===== config.mk =====
export PLATFORM = sky130hd
export DESIGN_NAME = cartridge_bank_controller_flat
export DESIGN_NICKNAME = d
export VERILOG_FILES = /design/src/hdl/cbc_pkg.sv /design/src/hdl/cbc_channels.sv /design/src/hdl/cartridge_bank_controller.sv /design/src/flat_wrapper.sv
export VERILOG_INCLUDE_DIRS = /design/src /design/src/hdl
export SDC_FILE = /design/constraint.sdc
export NUM_CORES = 1
export LEC_CHECK = 0
export BUFFER_PORTS_ARGS = -buffer_cell sky130_fd_sc_hd__buf_4
export CORE_MARGIN = 5
export CORE_UTILIZATION = 50
export CTS_CLUSTER_SIZE = 8
export DETAILED_ROUTE_END_ITERATION = 8
export GPL_TIMING_DRIVEN = 1
export PLACE_DENSITY = 0.73
export SLEW_MARGIN = 20
export SYNTH_ARGS = -nofsm -noshare
export SYNTH_HDL_FRONTEND = slang
export SYNTH_SLANG_ARGS = --single-unit

===== constraint.sdc =====
create_clock -name clk -period 5.4 [get_ports clk]
set_clock_uncertainty 0.05 [all_clocks]
set_input_delay 0.27 -clock clk [delete_from_list [all_inputs] [get_ports clk]]
set_output_delay 0.27 -clock clk [all_outputs]
set_load 0.1 [all_outputs]

===== src/hdl/assert_macros.svh =====
// assertion macros shared by the cartridge bank controller rtl
// no dependencies; synthesis sees empty bodies
`ifndef ASSERT_MACROS_SVH
`define ASSERT_MACROS_SVH

`ifndef SYNTHESIS

// clocked property, disabled while reset is low
`define CBC_ASSERT(lbl, clk, rst_n, prop, msg) \
  lbl: assert property (@(posedge clk) disable iff (!rst_n) prop) else $error(msg);

// clocked property, checked through reset as well
`define CBC_ASSERT_ALWAYS(lbl, clk, prop, msg) \
  lbl: assert property (@(posedge clk) prop) else $error(msg);

`else

`define CBC_ASSERT(lbl, clk, rst_n, prop, msg)
`define CBC_ASSERT_ALWAYS(lbl, clk, prop, msg)

`endif

`endif


===== src/hdl/cbc_pkg.sv =====
// types and constants for the cartridge bank controller
// no dependencies; used by the channel interfaces and the top level
package cbc_pkg;

  localparam int unsigned ADDR_W  = 16;
  localparam int unsigned DATA_W  = 8;
  localparam int unsigned PHYS_W  = 22;
  localparam int unsigned SIZE_W  = 23;
  localparam int unsigned KIND_W  = 2;
  localparam int unsigned CFG_W   = 23;

  typedef logic [2:0] region_t;
  typedef logic [1:0] fill_t;
  typedef logic [KIND_W-1:0] kind_t;

  // region codes
  localparam region_t REGION_FIXED_ROM  = 3'd0;
  localparam region_t REGION_BANKED_ROM = 3'd1;
  localparam region_t REGION_EXT_RAM    = 3'd2;
  localparam region_t REGION_RAM_BLOCKED = 3'd3;
  localparam region_t REGION_CONTROL    = 3'd4;
  localparam region_t REGION_NOT_CART   = 3'd5;
  localparam region_t REGION_DMA_DROP   = 3'd6;

  // read fill codes
  localparam fill_t FILL_MEMORY = 2'd0;
  localparam fill_t FILL_ZERO   = 2'd1;
  localparam fill_t FILL_ONES   = 2'd2;

  // cartridge kinds
  localparam kind_t KIND_NONE = 2'd0;
  localparam kind_t KIND_MBC1 = 2'd1;
  localparam kind_t KIND_MBC2 = 2'd2;

  // configuration register indexes
  localparam logic CFG_CART_KIND = 1'b0;
  localparam logic CFG_ROM_BYTES = 1'b1;

  localparam logic [SIZE_W-1:0] ROM_BYTES_RESET = 23'd32768;

  localparam logic [3:0]        RAM_EN_KEY    = 4'hA;
  localparam logic [DATA_W-1:0] BANK_LO_MASK  = 8'h1F;
  localparam logic [DATA_W-1:0] BANK_HI_MASK  = 8'h60;
  localparam logic [ADDR_W-1:0] MBC2_RAM_TOP  = 16'hA1FF;
  localparam logic [ADDR_W-1:0] DMA_LIMIT     = 16'hFE00;

  typedef struct packed {
    logic              mode;
    logic [ADDR_W-1:0] bus_address;
    logic [DATA_W-1:0] write_byte;
    logic              dma_busy;
  } in_item_t;

  typedef struct packed {
    region_t           region;
    logic [PHYS_W-1:0] phys_address;
    fill_t             read_fill;
    logic              crashed;
  } out_item_t;

endpackage


===== src/hdl/cbc_channels.sv =====
// valid/ready channel interfaces for the cartridge bank controller
// depends on cbc_pkg
interface cbc_in_if import cbc_pkg::*; ();
  logic              valid;
  logic              ready;
  logic              mode;
  logic [ADDR_W-1:0] bus_address;
  logic [DATA_W-1:0] write_byte;
  logic              dma_busy;

  modport source (output valid, mode, bus_address, write_byte, dma_busy, input ready);
  modport sink   (input valid, mode, bus_address, write_byte, dma_busy, output ready);
endinterface

interface cbc_out_if import cbc_pkg::*; ();
  logic              valid;
  logic              ready;
  region_t           region;
  logic [PHYS_W-1:0] phys_address;
  fill_t             read_fill;
  logic              crashed;

  modport source (output valid, region, phys_address, read_fill, crashed, input ready);
  modport sink   (input valid, region, phys_address, read_fill, crashed, output ready);
endinterface


===== src/hdl/cartridge_bank_controller.sv =====
// cartridge bank controller top level: mbc1/mbc2 address mapper
// depends on cbc_pkg, cbc_channels and assert_macros.svh
//
// Each accepted bus access (read or write) gives exactly one result from the
// result register: the region, the physical rom or external-ram byte
// address, the read fill code and the sticky crash flag after the access.
// An access enters an input register, is decoded by one short combinational
// pass that also updates the mapper registers, and lands in the result
// register. One access is taken per cycle while the result is not stalled.
// A stalled result holds the input register, which refills as soon as the
// result is taken.
// Configuration (cart kind, rom size) is written through cfg_we; the user
// must write it only while no access is in flight, as the block itself does
// not enforce it.
`include "assert_macros.svh"

module cartridge_bank_controller import cbc_pkg::*; (
  input  logic             clk,
  input  logic             rst_n,
  cbc_in_if.sink           in_ch,
  cbc_out_if.source        out_ch,
  input  logic             cfg_we,
  input  logic             cfg_index,
  input  logic [CFG_W-1:0] cfg_wdata
);

  // configuration
  kind_t             cart_kind_r;
  logic [SIZE_W-1:0] rom_bytes_r;

  // mapper state
  logic              ram_en_r, ram_en_nxt;
  logic [DATA_W-1:0] bank_bits_r, bank_bits_nxt;
  logic              bank_mode_r, bank_mode_nxt;
  logic [DATA_W-1:0] rom_bank_r, rom_bank_nxt;
  logic [1:0]        ram_bank_r, ram_bank_nxt;
  logic              crash_r, crash_nxt;

  // pipeline
  logic      s1_valid_r;
  in_item_t  s1_item_r;
  logic      out_valid_r;
  out_item_t out_item_r, out_item_nxt;
  logic      s1_adv;
  logic      in_fire;

  // decode
  logic              wr, dma, mbc1, mbc2;
  logic [ADDR_W-1:0] addr;
  logic [DATA_W-1:0] data;
  logic              relatch;
  logic [DATA_W-1:0] bank_new, bank_t, rom_bank_l;
  logic [1:0]        ram_bank_l;
  logic [SIZE_W-1:0] rom_span;

  assign s1_adv      = s1_valid_r && (!out_valid_r || out_ch.ready);
  assign in_ch.ready = !s1_valid_r || s1_adv;
  assign in_fire     = in_ch.valid && in_ch.ready;

  assign wr   = s1_item_r.mode;
  assign dma  = s1_item_r.dma_busy;
  assign addr = s1_item_r.bus_address;
  assign data = s1_item_r.write_byte;
  assign mbc1 = (cart_kind_r == KIND_MBC1);
  assign mbc2 = (cart_kind_r == KIND_MBC2);

  // bank relatch from the new bank bits
  always_comb begin
    bank_t = bank_new;
    if ((bank_t & BANK_LO_MASK) == '0) begin
      bank_t = bank_t + 8'd1;
    end
    if (bank_mode_r) begin
      ram_bank_l = bank_t[6:5];
      rom_bank_l = bank_t & BANK_LO_MASK;
    end else begin
      ram_bank_l = 2'd0;
      rom_bank_l = bank_t;
    end
    rom_span = {({1'b0, rom_bank_l} + 9'd1), 14'd0};
  end

  always_comb begin
    ram_en_nxt    = ram_en_r;
    bank_mode_nxt = bank_mode_r;
    relatch       = 1'b0;
    bank_new      = bank_bits_r;
    out_item_nxt.region       = REGION_NOT_CART;
    out_item_nxt.phys_address = '0;
    out_item_nxt.read_fill    = FILL_MEMORY;

    if (wr && dma && addr < DMA_LIMIT) begin
      out_item_nxt.region = REGION_DMA_DROP;
    end else if (wr && !addr[15]) begin
      out_item_nxt.region = REGION_CONTROL;
      unique case (addr[14:13])
        2'd0: begin
          if (mbc1 || (mbc2 && !addr[8])) begin
            ram_en_nxt = (data[3:0] == RAM_EN_KEY);
          end
        end
        2'd1: begin
          if (mbc1) begin
            bank_new = (bank_bits_r & ~BANK_LO_MASK) | (data & BANK_LO_MASK);
            relatch  = 1'b1;
          end else if (mbc2) begin
            bank_new = data;
            relatch  = 1'b1;
          end
        end
        2'd2: begin
          if (mbc1) begin
            bank_new = (bank_bits_r & ~BANK_HI_MASK) | {1'b0, data[1:0], 5'd0};
            relatch  = 1'b1;
          end
        end
        default: begin
          if (mbc1) begin
            bank_mode_nxt = data[0];
          end
        end
      endcase
    end else if (!addr[15]) begin
      out_item_nxt.read_fill = crash_r ? FILL_ONES : FILL_MEMORY;
      if (!addr[14]) begin
        out_item_nxt.region       = REGION_FIXED_ROM;
        out_item_nxt.phys_address = {8'd0, addr[13:0]};
      end else begin
        out_item_nxt.region       = REGION_BANKED_ROM;
        out_item_nxt.phys_address = {rom_bank_r, addr[13:0]};
      end
    end else if (addr[15:13] == 3'b101) begin
      if (ram_en_r && (mbc1 || (mbc2 && addr <= MBC2_RAM_TOP))) begin
        out_item_nxt.region       = REGION_EXT_RAM;
        out_item_nxt.phys_address = {7'd0, ram_bank_r, addr[12:0]};
      end else begin
        out_item_nxt.region    = REGION_RAM_BLOCKED;
        out_item_nxt.read_fill = wr ? FILL_MEMORY : FILL_ZERO;
      end
    end

    if (relatch) begin
      bank_bits_nxt = bank_new;
      rom_bank_nxt  = rom_bank_l;
      ram_bank_nxt  = ram_bank_l;
      crash_nxt     = crash_r || (rom_span > rom_bytes_r);
    end else begin
      bank_bits_nxt = bank_bits_r;
      rom_bank_nxt  = rom_bank_r;
      ram_bank_nxt  = ram_bank_r;
      crash_nxt     = crash_r;
    end
    out_item_nxt.crashed = crash_nxt;
  end

  // configuration writes
  always_ff @(posedge clk) begin
    if (!rst_n) begin
      cart_kind_r <= KIND_NONE;
      rom_bytes_r <= ROM_BYTES_RESET;
    end else if (cfg_we) begin
      unique case (cfg_index)
        CFG_CART_KIND: cart_kind_r <= cfg_wdata[KIND_W-1:0];
        default:       rom_bytes_r <= cfg_wdata[SIZE_W-1:0];
      endcase
    end
  end

  // mapper state, updated as the access leaves the input register
  always_ff @(posedge clk) begin
    if (!rst_n) begin
      ram_en_r    <= 1'b0;
      bank_bits_r <= '0;
      bank_mode_r <= 1'b0;
      rom_bank_r  <= 8'd1;
      ram_bank_r  <= 2'd0;
      crash_r     <= 1'b0;
    end else if (s1_adv) begin
      ram_en_r    <= ram_en_nxt;
      bank_bits_r <= bank_bits_nxt;
      bank_mode_r <= bank_mode_nxt;
      rom_bank_r  <= rom_bank_nxt;
      ram_bank_r  <= ram_bank_nxt;
      crash_r     <= crash_nxt;
    end
  end

  // input register and result register
  always_ff @(posedge clk) begin
    if (!rst_n) begin
      s1_valid_r  <= 1'b0;
      out_valid_r <= 1'b0;
    end else begin
      if (in_fire) begin
        s1_valid_r <= 1'b1;
      end else if (s1_adv) begin
        s1_valid_r <= 1'b0;
      end
      if (s1_adv) begin
        out_valid_r <= 1'b1;
      end else if (out_ch.ready) begin
        out_valid_r <= 1'b0;
      end
    end
  end

  always_ff @(posedge clk) begin
    if (in_fire) begin
      s1_item_r.mode        <= in_ch.mode;
      s1_item_r.bus_address <= in_ch.bus_address;
      s1_item_r.write_byte  <= in_ch.write_byte;
      s1_item_r.dma_busy    <= in_ch.dma_busy;
    end
    if (s1_adv) begin
      out_item_r <= out_item_nxt;
    end
  end

  assign out_ch.valid        = out_valid_r;
  assign out_ch.region       = out_item_r.region;
  assign out_ch.phys_address = out_item_r.phys_address;
  assign out_ch.read_fill    = out_item_r.read_fill;
  assign out_ch.crashed      = out_item_r.crashed;

  `CBC_ASSERT(a_crash_sticky, clk, rst_n, crash_r |=> crash_r, "crash flag cleared")
  `CBC_ASSERT(a_rom_bank_nonzero, clk, rst_n, rom_bank_r[4:0] != 5'd0, "rom bank low bits zero")
  `CBC_ASSERT(a_result_from_s1, clk, rst_n, $rose(out_valid_r) |-> $past(s1_valid_r), "result without access")
  `CBC_ASSERT(a_crashed_tracks, clk, rst_n, s1_adv |=> (out_ch.crashed == crash_r), "crashed out of step")
  `CBC_ASSERT_ALWAYS(a_empty_ready, clk, !s1_valid_r |-> in_ch.ready, "empty stage not ready")

endmodule

===== src/flat_wrapper.sv =====
// flat-port wrapper written by rule: the top's interface ports become plain ports
module cartridge_bank_controller_flat import cbc_pkg::*;
  (clk, rst_n, cfg_we, cfg_index, cfg_wdata, in_ch_valid, in_ch_mode, in_ch_bus_address, in_ch_write_byte, in_ch_dma_busy, in_ch_ready, out_ch_valid, out_ch_region, out_ch_phys_address, out_ch_read_fill, out_ch_crashed, out_ch_ready);
  cbc_in_if in_ch_i ();
  cbc_out_if out_ch_i ();
  input  logic clk;
  input  logic rst_n;
  input  logic cfg_we;
  input  logic cfg_index;
  input  logic [CFG_W-1:0] cfg_wdata;
  input wire logic [$bits(in_ch_i.valid)-1:0] in_ch_valid;
  input wire logic [$bits(in_ch_i.mode)-1:0] in_ch_mode;
  input wire logic [$bits(in_ch_i.bus_address)-1:0] in_ch_bus_address;
  input wire logic [$bits(in_ch_i.write_byte)-1:0] in_ch_write_byte;
  input wire logic [$bits(in_ch_i.dma_busy)-1:0] in_ch_dma_busy;
  output wire logic [$bits(in_ch_i.ready)-1:0] in_ch_ready;
  output wire logic [$bits(out_ch_i.valid)-1:0] out_ch_valid;
  output wire logic [$bits(out_ch_i.region)-1:0] out_ch_region;
  output wire logic [$bits(out_ch_i.phys_address)-1:0] out_ch_phys_address;
  output wire logic [$bits(out_ch_i.read_fill)-1:0] out_ch_read_fill;
  output wire logic [$bits(out_ch_i.crashed)-1:0] out_ch_crashed;
  input wire logic [$bits(out_ch_i.ready)-1:0] out_ch_ready;
  assign in_ch_i.valid = in_ch_valid;
  assign in_ch_i.mode = in_ch_mode;
  assign in_ch_i.bus_address = in_ch_bus_address;
  assign in_ch_i.write_byte = in_ch_write_byte;
  assign in_ch_i.dma_busy = in_ch_dma_busy;
  assign in_ch_ready = in_ch_i.ready;
  assign out_ch_valid = out_ch_i.valid;
  assign out_ch_region = out_ch_i.region;
  assign out_ch_phys_address = out_ch_i.phys_address;
  assign out_ch_read_fill = out_ch_i.read_fill;
  assign out_ch_crashed = out_ch_i.crashed;
  assign out_ch_i.ready = out_ch_ready;
  cartridge_bank_controller u_core (.clk(clk), .rst_n(rst_n), .in_ch(in_ch_i), .out_ch(out_ch_i), .cfg_we(cfg_we), .cfg_index(cfg_index), .cfg_wdata(cfg_wdata));
endmodule

; Word-level counts from Yosys, hierarchy flattened
; Index checks and enable logic that the tools add are counted.
[word_totals]
register_bits = 102
output_inout_bits = 30
input_bits = 55
word_cells = 92
[op_classes]
add_sub_neg = 2
order_cmp = 3
n_reduce_logical = 28
eq_ne = 6
n_mux = 29
bitwise_logic = 5
[ops]
columns = op, n
row1 = $mux W8, 7
row2 = $mux W27, 2
row3 = $gt A23 B23 Y1, 1
row4 = $mux W23, 1
row5 = $le A16 B16 Y1 const B, 1
row6 = $lt A16 B16 Y1 const B, 1
row7 = $pmux W8 S2, 1
row8 = $mux W15, 1
row9 = $mux W1, 12
row10 = $reduce_and A5 Y1, 2
row11 = $add A8 B1 Y9 const B, 1
row12 = $add A8 B1 Y8 const B, 1
row13 = $logic_and A1 B1 Y1, 8
row14 = $logic_not A8 Y1, 1
row15 = $mux W2, 4
row16 = $or A8 B5 Y8, 1
row17 = $or A8 B7 Y8, 1
row18 = $reduce_and A2 Y1, 3
row19 = $logic_or A1 B1 Y1, 5
row20 = $eq A2 B1 Y1 const B, 2
row21 = $eq A2 B2 Y1 const B, 2
row22 = $eq A4 B4 Y1 const B, 1
row23 = $logic_not A1 Y1, 4
row24 = $reduce_bool A2 Y1, 2
row25 = 6 further kinds, 8

; Longest topological paths before layout
; Gate-level depths: netlist (run 1).
[depth]
ltp_word = 13
ltp_mapped = 17
depth_no_buf = 17

; Worst setup path before layout (run 1)
; OpenSTA, ideal clock, no wires.
[synth_timing]
kind = register to register
from = reg u_core.s1_item_r, in the netlist u_core.addr[13]
to = reg u_core.out_item_r, in the netlist u_core.out_ch.crashed, data pin
synth_period_minus_slack_ps = 3691
path_slack_ps = 1709
setup_time_ps = 258
n_path_buf = 0
required_time_ps = 5092
arrival_ps = 3383
stages_incl_launch_ff = 17
cell_sequence = edfxtp_1 inv_1 ha_1 nand2_2 nor4_4 a22oi_2 clkinv_4 ha_1 nand3_1 o31a_1 nor3_1 ha_1 a21o_1 a21o_1 a21oi_1 o21ai_0 a31o_2
[synth_between]
elab_chain_cells = 11
elab_cells_between_ends = 18
cone_classes = add/sub (2) / order compare (2) / eq/ne (2) / mux (9) / reduce/logical (3)
[synth_lines]
columns = element, line
row1 = from (decl), cartridge_bank_controller.sv:41  ; in_item_t s1_item_r;
row2 = "parallel branches: the longest is 3 deep, another holds $lt A16 B16 Y1", n/a
row3 = $mux W8 (*), cartridge_bank_controller.sv:92  ; if (wr && dma && addr < DMA_LIMIT) begin
row4 = named net u_core.bank_new[0], cartridge_bank_controller.sv:52  ; logic [DATA_W-1:0] bank_new, bank_t, rom_bank_l;
row5 = $add A8 B1 Y8 or $logic_not A8 Y1 (tied branches), "cartridge_bank_controller.sv:71, cartridge_bank_controller.sv:70"
row6 = $mux W8 (*), cartridge_bank_controller.sv:70  ; if ((bank_t & BANK_LO_MASK) == '0) begin
row7 = $mux W8 (*), cartridge_bank_controller.sv:73  ; if (bank_mode_r) begin
row8 = $add A8 B1 Y9 (*), cartridge_bank_controller.sv:80  ; rom_span = {({1'b0, rom_bank_l} + 9'd1), 14'd0};
row9 = $gt A23 B23 Y1 (*), cartridge_bank_controller.sv:146  ; crash_nxt = crash_r || (rom_span > rom_bytes_r);
row10 = $logic_or A1 B1 Y1 (*), cartridge_bank_controller.sv:146
row11 = $mux W1 (*), cartridge_bank_controller.sv:142  ; if (relatch) begin
row12 = named net u_core.crash_nxt, cartridge_bank_controller.sv:37  ; logic crash_r, crash_nxt;
row13 = to (signal assigned), cartridge_bank_controller.sv:215  ; out_item_r <= out_item_nxt;
row14 = to (decl), cartridge_bank_controller.sv:43  ; out_item_t out_item_r, out_item_nxt;
; Mark *: on every way through the listed nets, which the timed path passes.
; A chain may end at the register's enable or synchronous reset.

; Worst setup path in the final report (run 1)
[layout_timing]
from = reg u_core.s1_item_r, in the netlist u_core.addr[14]
to = reg u_core.out_item_r, in the netlist u_core.out_ch.crashed, data pin
; The elaborated chain is that of the path after synthesis.

==> results of run 1 <==
==> worst reg2reg max path, delay by kind of cell (launching register included) <==
kind	cells	cell delay, ns
fa+ha+maj	3	0.86
compound gates	8	1.58
buf+inv	2	0.28
flops	1	0.43
simple gates	3	0.79
==> per-layer routing <==
layer | GRT usage [%] | vias to the layer above
met5 | 0 | -
met4 | 3.98 | 0
met3 | 4.43 | 7
met2 | 26.4 | 78
met1 | 21.1 | 1503
li1 | - | 1671
==> registers in the layout, summed over array words and instances, names as in the netlist <==
signal and cells:
u_core.addr 16, u_core.rom_bytes_r 23, u_core.wr 1, u_core.out_ch.region 3, u_core.out_ch.phys_address 22, u_core.ram_bank_r 2, u_core.cart_kind_r 2, u_core.dma 1
u_core.out_ch.valid 1, u_core.out_ch.crashed 1, u_core.ram_en_r 1, u_core.bank_bits_r 8, u_core.s1_valid_r 1, u_core.bank_mode_r 1, u_core.crash_r 1, u_core.rom_bank_r 8
u_core.out_ch.read_fill 2, u_core.data 8
==> how the worst min path moves through the flow <==
stage,startpoint,endpoint,slack [ns],cells after the start
2_1_floorplan,in_ch_bus_address[0],u_core.addr[0]$_DFFE_PP_,0.32,0
3_3_place_gp,u_core.rom_bank_r[3]$_SDFFE_PN0P_,u_core.rom_bank_r[3]$_SDFFE_PN0P_,0.39,2
3_5_place_dp,in_ch_write_byte[3],u_core.data[3]$_DFFE_PP_,0.40,1
4_1_cts,in_ch_bus_address[11],u_core.addr[11]$_DFFE_PP_,0.005,1
5_1_grt,in_ch_bus_address[10],u_core.addr[10]$_DFFE_PP_,-0.003,1
6_report,in_ch_bus_address[10],u_core.addr[10]$_DFFE_PP_,0.02,1
==> power by group <==
group	leakage (nW)	internal [mW]	switching, mW
clock network	0.0970	0.182	0.279
registers	0.909	0.849	0.0170
logic	1.28	0.0690	0.136
==> cell type report <==
type	instances	area share (%)
flip-flops and latches	102	46.2
multi-input cells	280	33.6
repair buffers	93	12.8
well taps	111	2.48
clock buffers	9	2.22
inverters	19	1.39
clock inverters	7	1.30
==> cells by family (layout without fill, tap and decap cells) <==
kind of cell,count (synthesis),in the layout,synth area share [%]
AND/OR/NAND/NOR,169,169,19.6
flip-flops,102,102,55.9
AO/OA/AOI/OAI,84,84,14.1
buffers and inverters,39,128,3.55
adder cells (fa/ha/maj),18,18,4.87
XOR/XNOR,6,6,1.30
multiplexers,3,3,0.650
==> layout by cell type, fill, tap and decap left out, drive strengths merged, types with 7 or more instances in the layout <==
cell type / instances
buf: 85
nand4: 7
nand3: 12
clkbuf: 9
nor2: 17
o211a: 7
nand2: 72
a22oi: 7
a21boi: 29
dlygate4sd3: 8
ha: 18
inv: 21
a21oi: 8
nor2b: 9
dfxtp: 48
o21ai: 11
and2: 25
edfxtp: 54
==> through the flow <==
stage	power, mW	util, %	cells	hold slack (ns)
after floorplan	1.02	-	421	0.319
after global placement	1.08	58.3	597	0.392
after detailed placement	1.09	58.3	597	0.399
after CTS	1.54	60.5	613	0.00530
after global routing	1.60	61.4	621	-0.00292
final	1.53	61.4	621	0.0196
==> flow_summary_export.csv, run 1 <==
group,metric,value,unit
critical_path,crit_path_arrival_time,4.34,ns
global_route,grt_usage,16.1,%
synth,post_synth_main_area_contributors,"sky130_fd_sc_hd__edfxtp_1, sky130_fd_sc_hd__dfxtp_1, sky130_fd_sc_hd__nand2_1",
power_and_ir_drop,cellPowerDensity,274,nW/um^2
drt,drt_iter0_drc,123,
outcome,run_status,"finished clean",
layout,antenna_cells_inserted,0,
sta,relative_slew_slack,39.6,%
clocking,post_cts_resized,0,
die,top_level_ports,85,
power_and_ir_drop,power_leakage,2.29,nW
synth,synthesized_area,4620,um^2
sta,timing_hold_violations_final,0,
critical_path,crit_family,"compound AO/OA/AOI/OAI gates",
sta,timing.final.crit_period,4.26,ns
synth,synth_commonest_cells,"sky130_fd_sc_hd__nand2_1, sky130_fd_sc_hd__edfxtp_1, sky130_fd_sc_hd__dfxtp_1",
critical_path,slowest_delay,0.43,ns
die,row_count,35,
layout,design_area,5590,um^2
layout,share_of_post_route_cells_with_drive_strength_above_1,23.7,%
critical_path,crit_buf_inv,2,
critical_path,worstSetupEndpointType,"register",
layout,multi_input_area,1880,um^2
critical_path,worst-r2r-cell-count,16,
sta,min_period_over_period,78.9,%
layout,synthToLayoutAreaGrowth,21.0,%
sta,max_slew.worst_pin.slew,0.899,ns
critical_path,critical_path.startpoint_type,"register",
worst_hold_path,min_path_type,"input pin to register",
drt,dr_wl_cell,14.2,um
critical_path,critical_path.reg2reg.endpoint,"u_core.out_ch.crashed$_DFFE_PP_",
critical_path,crit_path_frequent_cell,"sky130_fd_sc_hd__ha_1",
clocking,clk_latency,0.37,ns
placed_design,post-dp-hpwl,6.58,mm
sta,finalSetupTns,0,ns
sta,setup_viol,0,
die,die_outline_height,106,um
placed_design,gp_congestion,0.870,
critical_path,startpoint,"u_core.addr[14]$_DFFE_PP_",
placed_design,port_buffers,84,
drt,wl_met3,515,um
synth,yosysMostFrequentCell,"sky130_fd_sc_hd__nand2_1",
clocking,post-cts-setup-buffers,0,
clocking,cts.hold.buffers_added,0,
die,dieArea,11300,um^2
drt,remaining_antenna_violation_count,0,
critical_path,crit-reg2reg-launch,"u_core.addr[14]$_DFFE_PP_",
critical_path,critPathKind,"register to register",
synth,synthDominantAreaCellType,"sky130_fd_sc_hd__edfxtp_1",
synth,postSynth.topFlopCell,"sky130_fd_sc_hd__edfxtp_1",
drt,vias,3259,
critical_path,termination_of_the_worst_setup_path,"u_core.out_ch.crashed$_DFFE_PP_",
drt,finalWirelength,8.83,mm
drt,drcViolationCount,0,
critical_path,worst-path-max-fanout,12,
power_and_ir_drop,vdd.ir_drop.worst,0.000122,V
global_route,global_route.overflow_total,0,
layout,number_of_filler_instances_in_the_final_layout,743,
synth,synth_area_per_cell,11.0,um^2
synth,synthCells,421,
drt,avgViaCountPerCell,5.25,
synth,synth.distinct_cells,62,
synth,synth_async_sr_flop_share,0,%
clocking,clock_path_buffers,2,
synth,ys_seq_elements,102,
synth,synth.yosys.seq_area_share,55.9,%
die,floorplan.die.width,106,um
synth,area_share_of_the_largest_cell_type_after_synthesis,35.1,%
die,initial_utilization,50.7,%
global_route,first_global_vias,3155,
clocking,tritoncts,"built",
placed_design,dpl-instance-area,5310,um^2
clocking,worst_setup_hold_path_clk_slew,0.11,ns
drt,detail_route.wirelength.met1,4.07,mm
global_route,antenna_found_initial,0,
global_route,grt_pass1_wl,14.6,mm
placed_design,detailedPlace.worstSlack,1.19,ns
clocking,htreeDepth,3,
layout,finish.net_count,578,
synth,mappedNetlistNets,494,
critical_path,critical_path_depth,16,
die,floorplan.core_area,9110,um^2
critical_path,crit_required,5.47,ns
flow_run,cap_violations,0,
drt,met2_wirelength,4.17,mm
critical_path,path_cells,"inv_1, ha_1, or3b_1, o2111ai_4, a22oi_2, clkinv_4, ha_1, nand3_1, o31a_1, nor3_1, ha_1, a21o_1, a21o_1, a21oi_1, o21ai_0, a31o_2",
clocking,cts_root_buf,"sky130_fd_sc_hd__clkbuf_8",
clocking,clock-sinks,102,
clocking,cts_made_buffers,9,
sta,worst_path_setup_slack_after_routing,1.14,ns
sta,final-max-slew-violation-count,0,
synth,synthesis.yosys.warnings,0,
synth,post_synth_edffs,54,
sta,rsz0062_at_grt,"false",
drt,drtPass1Iterations,4,
drt,top_layer_in_use,"met4",
layout,seq_area,2580,um^2
global_route,grt_max_degree,49,
critical_path,critical_path.slowest_cell,"sky130_fd_sc_hd__edfxtp_1",
critical_path,reg2reg_setup_slack,1.14,ns
sta,maxClockFrequency,0.235,GHz
Note: power is estimated with default switching activity, not from simulation.
==> inputs of run 2 (changes only) <==
Clock period 5.4 ns to 4.1 ns, I/O delays scaled along.
==> run 2 against run 1 <==
Sequential power increased by 32%; die area unchanged; first-iteration DRC count increased by 32%; combinational power increased by 42%; critical path depth unchanged; global-route usage increased by 1.6 points; via count increased by 4.1%; largest cell class unchanged; final cell count increased by 4.5%; utilization increased by 3.2 points.
==> flow_summary_export.csv, run 2 (synthesis results as in run 1) <==
group,metric,value,unit
outcome,run_status,"finished clean",
clocking,cts_made_buffers,9,
layout,finish.net_count,606,
critical_path,critical_path.startpoint_type,"register",
clocking,worst_setup_hold_path_clk_slew,0.10,ns
sta,max_slew.worst_pin.slew,0.833,ns
sta,final-max-slew-violation-count,0,
die,dieArea,11300,um^2
die,initial_utilization,50.7,%
critical_path,worst-path-max-fanout,8,
drt,vias,3394,
drt,wl_met3,521,um
power_and_ir_drop,netSwitchingFraction,27.4,%
die,top_level_ports,85,
drt,avgViaCountPerCell,5.23,
layout,postLayoutCoreUtil,64.6,%
critical_path,crit_required,4.17,ns
drt,drt_iter0_drc,162,
clocking,tritoncts,"built",
layout,multi_input_area,1890,um^2
die,floorplan.core_area,9110,um^2
critical_path,worstSetupEndpointType,"register",
layout,number_of_filler_instances_in_the_final_layout,755,
placed_design,post-dp-hpwl,6.72,mm
sta,min_period_over_period,95.6,%
drt,detail_route.wirelength.met1,4.21,mm
critical_path,slowest_delay,0.44,ns
critical_path,crit_family,"compound AO/OA/AOI/OAI gates",
sta,setup_viol,0,
layout,top_register,"u_core.rom_bytes_r",
power_and_ir_drop,p_seq_share,54.2,%
layout,layout_common_cells,"sky130_fd_sc_hd__buf_4, sky130_fd_sc_hd__nand2_1, sky130_fd_sc_hd__edfxtp_1",
drt,finalWirelength,9.39,mm
sta,worst_path_setup_slack_after_routing,0.179,ns
placed_design,gp_congestion,0.897,
clocking,clock-sinks,102,
critical_path,path_cells,"inv_2, ha_4, or3b_1, o2111ai_4, a22oi_2, clkinv_4, ha_1, nand3_1, nor4_1, nor3_1, ha_1, a21o_1, a21o_1, a21oi_1, o21ai_0, a31o_2",
drt,met2_wirelength,4.55,mm
critical_path,critPathKind,"register to register",
power_and_ir_drop,power_frac_comb,13.9,%
layout,design_area,5890,um^2
power_and_ir_drop,cellPowerDensity,358,nW/um^2
clocking,clock_path_buffers,2,
drt,drtPass1Iterations,4,
die,die_outline_height,106,um
power_and_ir_drop,vdd.ir_drop.worst,0.000186,V
die,floorplan.die.width,106,um
global_route,first_global_vias,3447,
sta,maxClockFrequency,0.255,GHz
drt,dr_wl_cell,14.5,um
critical_path,crit_buf_inv,2,
sta,timing_hold_violations_final,0,
layout,antenna_cells_inserted,0,
sta,rsz0062_at_grt,"false",
layout,synthToLayoutAreaGrowth,27.4,%
critical_path,crit_path_arrival_time,3.99,ns
global_route,antenna_found_initial,0,
sta,timing.final.crit_period,3.92,ns
power_and_ir_drop,power_switching,0.578,mW
layout,most_common_cell_after_layout_fill_and_taps_aside,"sky130_fd_sc_hd__buf_4",
clocking,clk_latency,0.36,ns
flow_run,cap_violations,0,
layout,seq_area,2580,um^2
global_route,grt_pass1_wl,16.1,mm
critical_path,reg2reg_setup_slack,0.18,ns
placed_design,port_buffers,84,
sta,worst_hold_slack,0.0233,ns
power_and_ir_drop,share_of_power_burned_in_the_clock_network,32.0,%
clocking,htreeDepth,3,
power_and_ir_drop,power_leakage,2.42,nW
drt,top_layer_in_use,"met4",
global_route,grt_max_degree,49,
placed_design,placed_cells,605,
power_and_ir_drop,total_power,2.11,mW
global_route,global_route.overflow_total,0,
drt,drcViolationCount,0,
sta,finalSetupTns,0,ns
drt,remaining_antenna_violation_count,0,
power_and_ir_drop,p_int,1.53,mW
clocking,cts_root_buf,"sky130_fd_sc_hd__clkbuf_8",
layout,number_of_flip_flops_under_the_largest_register_name,23,
critical_path,critical_path.slowest_cell,"sky130_fd_sc_hd__edfxtp_1",
layout,final_cells,649,
global_route,grt_usage,17.7,%
placed_design,detailedPlace.worstSlack,0.0352,ns
layout,share_of_post_route_cells_with_drive_strength_above_1,24.9,%
worst_hold_path,min_path_type,"input pin to register",
die,row_count,35,
placed_design,dpl-instance-area,5370,um^2
sta,relative_slew_slack,44.0,%
==> run 2: final cells by class <==
type / count / area share (%)
clock buffer: 9 / 2.10
tap: 111 / 2.36
sequential: 102 / 43.9
clock inverter: 7 / 1.66
multi-input combinational: 280 / 32.2
timing repair buffer: 121 / 16.5
inverter: 19 / 1.32
==> run 2: what timing repair did <==
action,CTS,global route
hold buffers,26,0
setup buffers,0,2
gates resized for setup,0,4
endpoints found under the hold margin,26,0
setup endpoints to repair,0,2
==> run 2: power by group through the flow <==
stage          logic [mW]  clock network, mW  registers [mW]
4_1_cts             0.292              0.701            1.14
3_3_place_gp        0.267                  0            1.16
6_report            0.292              0.673            1.14
3_5_place_dp        0.271                  0            1.16
5_1_grt             0.313              0.742            1.15
2_1_floorplan      0.0893                  0            1.25
==> run 2: worst register-to-register path, delay by kind of cell (launching register included) <==
family | cells | cell delay, ns
DFF | 1 | 0.44
adders and majority gates | 3 | 0.70
and+or+nand+nor | 4 | 0.99
AOI/OAI and AO/OA | 7 | 1.26
buffers and inverters | 2 | 0.26
==> run 2: worst paths after layout <==
check | from | cells past startpoint | endpoint
hold / removal | in_ch_valid | 3 | u_core.s1_valid_r$_SDFFE_PN0P_
setup / recovery | u_core.addr[14]$_DFFE_PP_ | 16 | u_core.out_ch.crashed$_DFFE_PP_
setup reg to reg | u_core.addr[14]$_DFFE_PP_ | 16 | u_core.out_ch.crashed$_DFFE_PP_
hold reg to reg | u_core.rom_bank_r[6]$_SDFFE_PN0P_ | 2 | u_core.rom_bank_r[6]$_SDFFE_PN0P_
==> run 2: metal layers <==
metal  vias to the layer above  GRT usage (%)
li1                       1730              -
met1                      1570           23.9
met2                        85           29.0
met3                         9           3.70
met4                         0           4.90
met5                         -              0
